<file path="config.mk">
export PLATFORM = sky130hd
export DESIGN_NAME = sha1_stream_hasher
export DESIGN_NICKNAME = d
export VERILOG_FILES = /design/src/rtl/core/sha1sh_pkg.sv /design/src/rtl/core/sha1_stream_hasher.sv
export SDC_FILE = /design/constraint.sdc
export NUM_CORES = 2
export LEC_CHECK = 0
export BUFFER_PORTS_ARGS = -buffer_cell sky130_fd_sc_hd__buf_4
export CAP_MARGIN = 20
export CORE_MARGIN = 1.5
export CORE_UTILIZATION = 35
export DETAILED_ROUTE_END_ITERATION = 7
export PLACE_DENSITY = 0.6
export SLEW_MARGIN = 5
export SYNTH_ARGS = -nofsm -noshare
export SYNTH_HDL_FRONTEND = slang
export SYNTH_SLANG_ARGS = --single-unit
export TNS_END_PERCENT = 100
</file>
<file path="constraint.sdc">
create_clock -name aclk -period 14.3 [get_ports aclk]
set_clock_uncertainty 0.2 [all_clocks]
set_input_delay 2.145 -clock aclk [delete_from_list [all_inputs] [get_ports aclk]]
set_output_delay 2.145 -clock aclk [all_outputs]
set_load 0.02 [all_outputs]
</file>
<file path="src/rtl/core/sha1sh_pkg.sv">
// Shared constants for the SHA-1 stream hasher: chaining-word initial values,
// round constants, state codes and field widths.
// No dependencies.
package sha1sh_pkg;

    localparam int NUM_WORDS  = 5;
    localparam int WIN_DEPTH  = 16;
    localparam int NUM_ROUNDS = 80;
    localparam int CNT_W      = 61;
    localparam int RND_W      = 7;
    localparam int IDX_W      = 3;

    typedef logic [31:0] word_t;
    typedef word_t       hvec_t [NUM_WORDS];

    localparam word_t H_INIT0 = 32'h6745_2301;
    localparam word_t H_INIT1 = 32'hEFCD_AB89;
    localparam word_t H_INIT2 = 32'h98BA_DCFE;
    localparam word_t H_INIT3 = 32'h1032_5476;
    localparam word_t H_INIT4 = 32'hC3D2_E1F0;

    localparam word_t K_ROUND0 = 32'h5A82_7999;
    localparam word_t K_ROUND1 = 32'h6ED9_EBA1;
    localparam word_t K_ROUND2 = 32'h8F1B_BCDC;
    localparam word_t K_ROUND3 = 32'hCA62_C1D6;

    localparam logic [7:0] PAD_BYTE = 8'h80;

    // sequencer states
    localparam logic [2:0] ST_IDLE = 3'd0;
    localparam logic [2:0] ST_PAD  = 3'd1;
    localparam logic [2:0] ST_LEN  = 3'd2;
    localparam logic [2:0] ST_COMP = 3'd3;
    localparam logic [2:0] ST_ADD  = 3'd4;
    localparam logic [2:0] ST_EMIT = 3'd5;

    // which block is being compressed
    localparam logic [1:0] PH_DATA  = 2'd0;
    localparam logic [1:0] PH_PAD   = 2'd1;
    localparam logic [1:0] PH_FINAL = 2'd2;

    function automatic word_t rotl(input word_t x, input int n);
        rotl = (x << n) | (x >> (32 - n));
    endfunction

endpackage

</file>
<file path="src/rtl/core/sha1_stream_hasher.sv">
// SHA-1 stream hasher: byte packing, padding, iterative 80-round compression
// and digest output. Depends on sha1sh_pkg.
//
// Bytes come in one per transfer and go straight into a 16-word schedule
// window, big-endian. The 64th byte of a block starts a compression (one
// round a cycle through a single shared round adder) and then a fold into
// the chaining words, during which s_tready is low. A transfer with tlast
// then pads and runs one final compression, or two when 56 or more bytes
// of the last block are filled (the length block is loaded between them),
// and then presents the five digest words h0..h4, one per output transfer,
// m_tlast on h4. The input is not taken again until h4 has been transferred;
// the chaining words and byte count are then back at their initial values
// for the next message.
module sha1_stream_hasher
    import sha1sh_pkg::*;
(
    input  logic        aclk,
    input  logic        aresetn,
    input  logic        s_tvalid,
    output logic        s_tready,
    input  logic [7:0]  s_tdata,   // [7:0] data_byte
    input  logic [0:0]  s_tuser,   // [0] byte_present
    input  logic        s_tlast,   // end_of_message
    output logic        m_tvalid,
    input  logic        m_tready,
    output logic [31:0] m_tdata,   // [31:0] digest_word
    output logic [2:0]  m_tuser,   // [2:0] word_index
    output logic        m_tlast    // last_word
);

    logic [2:0]       state_reg, state_next;
    logic [1:0]       ph_reg, ph_next;
    logic             fin_reg, fin_next;
    logic [RND_W-1:0] rnd_reg, rnd_next;
    logic [IDX_W-1:0] idx_reg, idx_next;
    logic [CNT_W-1:0] cnt_reg, cnt_next;
    hvec_t            h_reg, h_next;
    word_t            w_reg [WIN_DEPTH];
    word_t            w_next [WIN_DEPTH];
    hvec_t            v_reg, v_next;

    logic [5:0]  fill;
    logic [63:0] bit_len;
    word_t       w_round, f_round, k_round, sum_round;

    assign fill    = cnt_reg[5:0];
    assign bit_len = {cnt_reg, 3'b000};

    // round function
    always_comb begin
        if (rnd_reg < RND_W'(WIN_DEPTH)) begin
            w_round = w_reg[0];
        end else begin
            w_round = rotl(w_reg[13] ^ w_reg[8] ^ w_reg[2] ^ w_reg[0], 1);
        end
        if (rnd_reg inside {[0:19]}) begin
            f_round = (v_reg[1] & v_reg[2]) | (~v_reg[1] & v_reg[3]);
            k_round = K_ROUND0;
        end else if (rnd_reg inside {[20:39]}) begin
            f_round = v_reg[1] ^ v_reg[2] ^ v_reg[3];
            k_round = K_ROUND1;
        end else if (rnd_reg inside {[40:59]}) begin
            f_round = (v_reg[1] & v_reg[2]) | (v_reg[1] & v_reg[3])
                    | (v_reg[2] & v_reg[3]);
            k_round = K_ROUND2;
        end else begin
            f_round = v_reg[1] ^ v_reg[2] ^ v_reg[3];
            k_round = K_ROUND3;
        end
        sum_round = rotl(v_reg[0], 5) + f_round + v_reg[4] + k_round + w_round;
    end

    always_comb begin
        logic [5:0] pos;
        state_next = state_reg;
        ph_next    = ph_reg;
        fin_next   = fin_reg;
        rnd_next   = rnd_reg;
        idx_next   = idx_reg;
        cnt_next   = cnt_reg;
        h_next     = h_reg;
        w_next     = w_reg;
        v_next     = v_reg;
        pos        = '0;

        case (state_reg)
            ST_IDLE: begin
                if (s_tvalid) begin
                    if (s_tuser[0]) begin
                        w_next[fill[5:2]][{~fill[1:0], 3'b000} +: 8] = s_tdata;
                        cnt_next = cnt_reg + CNT_W'(1);
                    end
                    if (s_tuser[0] && (fill == 6'd63)) begin
                        state_next = ST_COMP;
                        ph_next    = PH_DATA;
                        fin_next   = s_tlast;
                        rnd_next   = '0;
                    end else if (s_tlast) begin
                        state_next = ST_PAD;
                    end
                end
            end
            ST_PAD: begin
                for (int i = 0; i < WIN_DEPTH; i++) begin
                    for (int j = 0; j < 4; j++) begin
                        pos = 6'(4 * i + j);
                        if (pos == fill) begin
                            w_next[i][8*(3-j) +: 8] = PAD_BYTE;
                        end else if (pos > fill) begin
                            w_next[i][8*(3-j) +: 8] = 8'h00;
                        end
                    end
                end
                if (fill >= 6'd56) begin
                    ph_next = PH_PAD;
                end else begin
                    w_next[14] = bit_len[63:32];
                    w_next[15] = bit_len[31:0];
                    ph_next    = PH_FINAL;
                end
                state_next = ST_COMP;
                rnd_next   = '0;
            end
            ST_LEN: begin
                for (int i = 0; i < WIN_DEPTH - 2; i++) begin
                    w_next[i] = '0;
                end
                w_next[14] = bit_len[63:32];
                w_next[15] = bit_len[31:0];
                ph_next    = PH_FINAL;
                state_next = ST_COMP;
                rnd_next   = '0;
            end
            ST_COMP: begin
                for (int i = 0; i < WIN_DEPTH - 1; i++) begin
                    w_next[i] = w_reg[i+1];
                end
                w_next[WIN_DEPTH-1] = w_round;
                v_next[4] = v_reg[3];
                v_next[3] = v_reg[2];
                v_next[2] = rotl(v_reg[1], 30);
                v_next[1] = v_reg[0];
                v_next[0] = sum_round;
                rnd_next  = rnd_reg + RND_W'(1);
                if (rnd_reg == RND_W'(NUM_ROUNDS - 1)) begin
                    state_next = ST_ADD;
                end
            end
            ST_ADD: begin
                for (int i = 0; i < NUM_WORDS; i++) begin
                    h_next[i] = h_reg[i] + v_reg[i];
                end
                case (ph_reg)
                    PH_DATA:  state_next = fin_reg ? ST_PAD : ST_IDLE;
                    PH_PAD:   state_next = ST_LEN;
                    PH_FINAL: begin
                        state_next = ST_EMIT;
                        idx_next   = '0;
                    end
                    default:  state_next = ST_IDLE;
                endcase
            end
            ST_EMIT: begin
                if (m_tready) begin
                    if (idx_reg == IDX_W'(NUM_WORDS - 1)) begin
                        h_next     = '{H_INIT0, H_INIT1, H_INIT2, H_INIT3, H_INIT4};
                        cnt_next   = '0;
                        state_next = ST_IDLE;
                    end else begin
                        idx_next = idx_reg + IDX_W'(1);
                    end
                end
            end
            default: begin
                state_next = ST_IDLE;
            end
        endcase

        // load working variables on entry to a compression
        if ((state_next == ST_COMP) && (state_reg != ST_COMP)) begin
            v_next = h_reg;
        end
    end

    always_ff @(posedge aclk) begin
        if (!aresetn) begin
            state_reg <= ST_IDLE;
            ph_reg    <= PH_DATA;
            fin_reg   <= 1'b0;
            rnd_reg   <= '0;
            idx_reg   <= '0;
            cnt_reg   <= '0;
            h_reg     <= '{H_INIT0, H_INIT1, H_INIT2, H_INIT3, H_INIT4};
        end else begin
            state_reg <= state_next;
            ph_reg    <= ph_next;
            fin_reg   <= fin_next;
            rnd_reg   <= rnd_next;
            idx_reg   <= idx_next;
            cnt_reg   <= cnt_next;
            h_reg     <= h_next;
        end
    end

    always_ff @(posedge aclk) begin
        w_reg <= w_next;
        v_reg <= v_next;
    end

    assign s_tready = (state_reg == ST_IDLE);
    assign m_tvalid = (state_reg == ST_EMIT);
    assign m_tdata  = h_reg[idx_reg];
    assign m_tuser  = idx_reg;
    assign m_tlast  = (idx_reg == IDX_W'(NUM_WORDS - 1));

endmodule

</file>
==> Yosys cells after proc, flatten, opt, wreduce, memory -nomap -nowiden <==
Cells that the tools add are included.
{ "op_classes": {"mul": 0, "n_mux": 175, "div": 0, "n_reduce_logical": 86, "eq_ne": 146, "n_shift": 2, "add_sub_neg": 13, "order_cmp": 75, "bitwise_logic": 19} }
{ "ops": {"columns": ["cell", "n"], "rows": [
  ["case mux 512 bit (4 select lines)", 1],
  ["2-to-1 mux 512 bit", 2],
  ["2-to-1 mux 8 bit", 128],
  ["2-to-1 mux 160 bit", 4],
  ["bitwise mux 512 bit", 1],
  ["case mux 160 bit (2 select lines)", 1],
  ["adder 32 bit", 9],
  ["2-to-1 mux 32 bit", 9],
  ["AND reduction 4 bit", 65],
  ["2-to-1 mux 61 bit", 4],
  ["== test 6 bit (first input constant)", 32],
  ["> comparator 6 bit (first input constant)", 32],
  ["!= test 3 bit (second input constant)", 56],
  ["bitwise XOR 32 bit", 5],
  ["bitwise AND 32 bit", 4],
  ["demux 32 bit (select 4 bit)", 1],
  ["case mux 61 bit (2 select lines)", 1],
  ["binary-select mux 32 bit (select 3 bit)", 1],
  ["== test 5 x 6 -> 1 bit (first input constant)", 16],
  ["> comparator 5 x 6 -> 1 bit (first input constant)", 16],
  ["bitwise OR 32 bit", 3],
  ["2-to-1 mux 64 bit", 1],
  ["adder 61 x 1 -> 61 bit (second input constant)", 1],
  ["== test 4 x 6 -> 1 bit (first input constant)", 8],
  ["other kinds (60)", 115]
]} }
{ "word_totals": {"ram_bits": 0, "latchBits": 0, "romBits": 0, "regBits": 909, "memories": 0, "in_bits": 14, "output_inout_bits": 38, "word_cells": 596} }

==> Depth between registers and ports, before layout <==
{ "depth": {"ltp_word": 12, "depth_mapped": 29} }

==> Worst setup path before layout <==
No wires, ideal clock.
{ "synth_timing": {"kind": "input -> register", "start": "input port s_tvalid", "end": "register rnd_reg[5]", "t_arrival_ns": 7.020, "path_buffers": 0, "path_slack_ns": 7.009, "setup_time_ns": 0.071, "required_time_ns": 14.029, "path_stages": 7, "path_cell_list": "nand2_1 > nor3_1 > o21ai_1 > nand2_1 > nand4_1 > or3_1 > a21oi_1"} }
{ "synth_via": {"elab_chain_cells": 2} }
{ "synth_lines": {"columns": ["item", "line", "source"], "rows": [
  ["from (decl)", "sha1_stream_hasher.sv:19", "input logic s_tvalid,"],
  ["!= test 2 bit (no source line)", null, null],
  ["AND reduction 3 bit (no source line)", null, null],
  ["to (signal assigned)", "sha1_stream_hasher.sv:198", "rnd_reg <= rnd_next;"],
  ["to (decl)", "sha1_stream_hasher.sv:34", "logic [RND_W-1:0] rnd_reg, rnd_next;"]
]} }
Every way passes these cells.
A chain may end at the register's enable or synchronous reset.

==> results <==
- The flow ran to the end, and the final reports show no timing, DRC or antenna violations.
- For this run, the leading register cell type out of synthesis is sky130_fd_sc_hd__edfxtp_1.
- The cell at the root of the clock tree is sky130_fd_sc_hd__clkbuf_16.
- For the final routed database, the setup TNS stands at 0 ns.
- Across the VDD grid, the largest voltage drop is 201 uV.
- The number of setup buffers added after CTS is 0.
- The number of design rule violations left after detail routing is 0.
- The first-pass GRT wire length is 265 mm.
- The filler cells instantiated in the layout total 14800.
- The post-CTS resize count is 0.
- The max-slew violation count is 0.
- Entering global routing, the biggest net connects 224 pins.
- Derived from the worst setup path, the maximum achievable clock frequency is 136 MHz.
- TritonCTS built the clock tree.
- Summing all multi-input logic gate instances after layout gives 26200 um2.
- The final number of setup-violating endpoints is 0.
- The ratio of routed vias to standard cells is 5.69.
- After synthesis, the share of flip-flops with an asynchronous set or reset is 0%.
- The post-placement cell area is 56100 um2.
- The total overflow left after global routing is 0.
- The full die area is 155000 um2.
- The initial core utilization is 35.4%.
- The worst path required time is 14.54 ns.
- After clock tree synthesis, the clock-pin slew on the worst setup and hold paths is 0.06 ns.
- The final-report hold violation count was 0.
- The clock latency reported for the late side of the worst-skew pair is 0.72 ns.
- The count of buffers inserted at the top-level ports is 51.
- The chip height is 393 um.
- The slew of the pin with the lowest slew margin is 1.41 ns.
- The synthesized netlist contains 92 unique library cells.
- The total routing resource utilization after global routing is 22.7%.
- The total length of routed wires is 178 mm.
- Compared with the post-synthesis result, the final layout area differs by 11.5%.
- The via count of the first global-routing pass is 41600.
- The total of flip-flops plus latches after synthesis is 909.
- The class of the worst hold path is flop to flop.
- The initial antenna violation count is 4.
- The top cell types in the final layout, fill and taps aside, are sky130_fd_sc_hd__nand2_1 (1040), sky130_fd_sc_hd__o21ai_0 (691), sky130_fd_sc_hd__edfxtp_1 (672), sky130_fd_sc_hd__nor2_1 (310), sky130_fd_sc_hd__inv_1 (296).
- The endpoint type of the worst setup path is a flop.
- The ratio of total power to cell area is 188 nW/um2.
- The detailed-route via count is 43200.
- The floorplan step defined a core boundary enclosing 150000 um2.
- The HPWL after detailed placement is 124 mm.
- The H-tree was split into 3 levels.
- The share of the clock period used by the worst path is 51.5%.
- The first routing iteration left 4929 violations.
- The category of the worst setup path launch point is a flop.
- The clock passes through at most 3 buffers.
- STA puts the critical path data arrival time at 7.61 ns.
- The final-stage net count is 5829.
- The count of antenna-violating nets left after detailed routing is 0.
- The placer's final routability congestion estimate is 0.917.
- The most common library cell in the layout ignoring fill and taps is sky130_fd_sc_hd__nand2_1.
- Buffers inserted to repair hold after CTS numbered 0.
- The tree built by TritonCTS fans out to 909 sinks.
- Summing all non-filler instances in the final layout gives an area of 59400 um2.
- The per-instance average area after synthesis is 9.67 um2.
- The highest fanout seen on the critical path is 20.
- The worst hold margin is 0.290 ns.
- The worst setup path is of the flop to flop kind.
- Setup repair after global routing left no endpoint under its margin.
- The number of instances in the synthesized netlist is 5512.
- The cell area that synthesis handed to floorplanning was 53300 um2.
- The area of all sequential standard cells is 24900 um2.
- The tool flagged a number of max-cap violations equal to 0.
- The number of buffers inserted during clock tree synthesis is 99.
- Measured on the finished design, the core utilization comes to 39.5%.
- Of the synthesized area, sequential elements account for 46.8%.
- Before antenna repair, the detailed router went through 6 iterations.
- The clock period could shrink to 7.37 ns.
- The worst slew margin relative to its limit is 4.77%.
- The number of ports placed on the die boundary is 52.
- The number of standard-cell rows in the floorplan is 142.
- Synthesis produced a netlist with a net count of 5854.
- The design draws 11200 uW.
- The number of enable-type register cells in the synthesized netlist is 672.
- Yosys printed 0 warnings.
- The static leakage is 0.0218 uW.
- The average routed wire per standard cell is 23.5 um.
- Of the cells placed in the final design, the portion with a size suffix greater than 1 is 7.38%.
- The die extent in x is 393 um.
==> layer usage <==
layer / track usage, % / wire length [um] / vias to the layer above
li1: - / - / 19600
met1: 31.0 / 75500 / 21200
met2: 35.8 / 81300 / 2040
met3: 4.26 / 15400 / 366
met4: 7.80 / 6020 / 2
met5: 0 / 7 / -
==> through the flow <==
stage,setup WS [ns],cells
2_1_floorplan,7.01,5512
3_3_place_gp,7.16,7396
3_5_place_dp,7.04,7398
4_1_cts,7.01,7583
5_1_grt,6.48,7587
6_report,6.93,7590
==> cell usage after synthesis, types with 27 or more instances <==
cell type,count,area (um2)
sky130_fd_sc_hd__ha_1,203,2540
sky130_fd_sc_hd__nand3_1,79,395
sky130_fd_sc_hd__a21o_1,84,631
sky130_fd_sc_hd__buf_1,37,139
sky130_fd_sc_hd__inv_1,296,1110
sky130_fd_sc_hd__o22ai_1,59,369
sky130_fd_sc_hd__a21oi_1,230,1150
sky130_fd_sc_hd__mux4_2,32,721
sky130_fd_sc_hd__dfxtp_1,237,4740
sky130_fd_sc_hd__clkbuf_1,247,927
sky130_fd_sc_hd__a221o_1,63,631
sky130_fd_sc_hd__and3_1,27,169
sky130_fd_sc_hd__xnor2_1,218,1910
sky130_fd_sc_hd__a22oi_1,77,578
sky130_fd_sc_hd__nand4_1,31,194
sky130_fd_sc_hd__a32o_1,35,350
sky130_fd_sc_hd__o21ai_0,691,3460
sky130_fd_sc_hd__fa_1,125,2500
sky130_fd_sc_hd__xor2_1,98,858
sky130_fd_sc_hd__nand2_1,1042,3910
sky130_fd_sc_hd__a221oi_1,29,254
sky130_fd_sc_hd__edfxtp_1,672,20200
sky130_fd_sc_hd__nor2b_1,88,551
sky130_fd_sc_hd__a211oi_1,30,225
sky130_fd_sc_hd__nor3_1,49,245
sky130_fd_sc_hd__nand2b_1,35,219
sky130_fd_sc_hd__mux2i_1,33,330
sky130_fd_sc_hd__nor2_1,317,1190
sky130_fd_sc_hd__o21a_1,28,210
==> worst max-delay path, cell delays in order (launching register included) <==
cell and delay (ns):
sky130_fd_sc_hd__dfxtp_1 0.45, sky130_fd_sc_hd__ha_1 0.27, sky130_fd_sc_hd__o21ai_0 0.11, sky130_fd_sc_hd__a211o_2 0.34
sky130_fd_sc_hd__nand2_1 0.73, sky130_fd_sc_hd__o21ai_0 0.24, sky130_fd_sc_hd__fa_1 0.54, sky130_fd_sc_hd__inv_1 0.06
sky130_fd_sc_hd__fa_1 0.53, sky130_fd_sc_hd__fa_1 0.42, sky130_fd_sc_hd__inv_1 0.07, sky130_fd_sc_hd__ha_1 0.17
sky130_fd_sc_hd__inv_1 0.06, sky130_fd_sc_hd__fa_1 0.41, sky130_fd_sc_hd__nor2b_1 0.12, sky130_fd_sc_hd__o21ai_0 0.14
sky130_fd_sc_hd__a211oi_1 0.48, sky130_fd_sc_hd__o2111ai_1 0.22, sky130_fd_sc_hd__a311oi_1 0.44, sky130_fd_sc_hd__o221ai_1 0.23
sky130_fd_sc_hd__a211o_1 0.36, sky130_fd_sc_hd__a21oi_1 0.17, sky130_fd_sc_hd__a31oi_1 0.11, sky130_fd_sc_hd__xnor2_1 0.15
sky130_fd_sc_hd__o21ai_1 0.07
==> power by group <==
part / switching (uW) / internal [uW] / total (uW)
logic: 2950 / 1940 / 4890
clock network: 1160 / 1540 / 2700
registers: 260 / 3340 / 3600
total: 4370 / 6820 / 11200
==> area by class of cell <==
type / instances / share of cell area (%)
flip-flops and latches: 909 / 42.0
inverters: 296 / 1.87
diodes: 3 / 0.0126
repair buffers: 167 / 2.14
clock inverters: 53 / 1.05
clock buffers: 132 / 4.55
multi-input cells: 4014 / 44.2
well taps: 2016 / 4.25
==> cell families (layout without fill, tap and decap cells) <==
kind of cell             count (synthesis)  count (layout)  share of synthesized area, %
AND/OR/NAND/NOR                       1777            1777                          14.5
AO/OA/AOI/OAI                         1524            1524                          17.8
flip-flops                             909             909                          46.8
buffers and inverters                  589             648                          4.21
adder cells (fa/ha/maj)                328             328                          9.46
XOR/XNOR                               316             316                          5.19
multiplexers                            69              69                          2.06
other                                    0               3                             0
==> worst paths after layout <==
check / slack, ns / end / cells after the start / from
worst min register to register: 0.29 / h_reg[28] / 2 / h_reg[28]
worst max register to register: 6.93 / v_reg[159] / 24 / rnd_reg[0]
worst min-delay path: 0.29 / h_reg[28] / 2 / h_reg[28]
worst max-delay path: 6.93 / v_reg[159] / 24 / rnd_reg[0]
No activity file was read; power rests on OpenSTA's default activity.
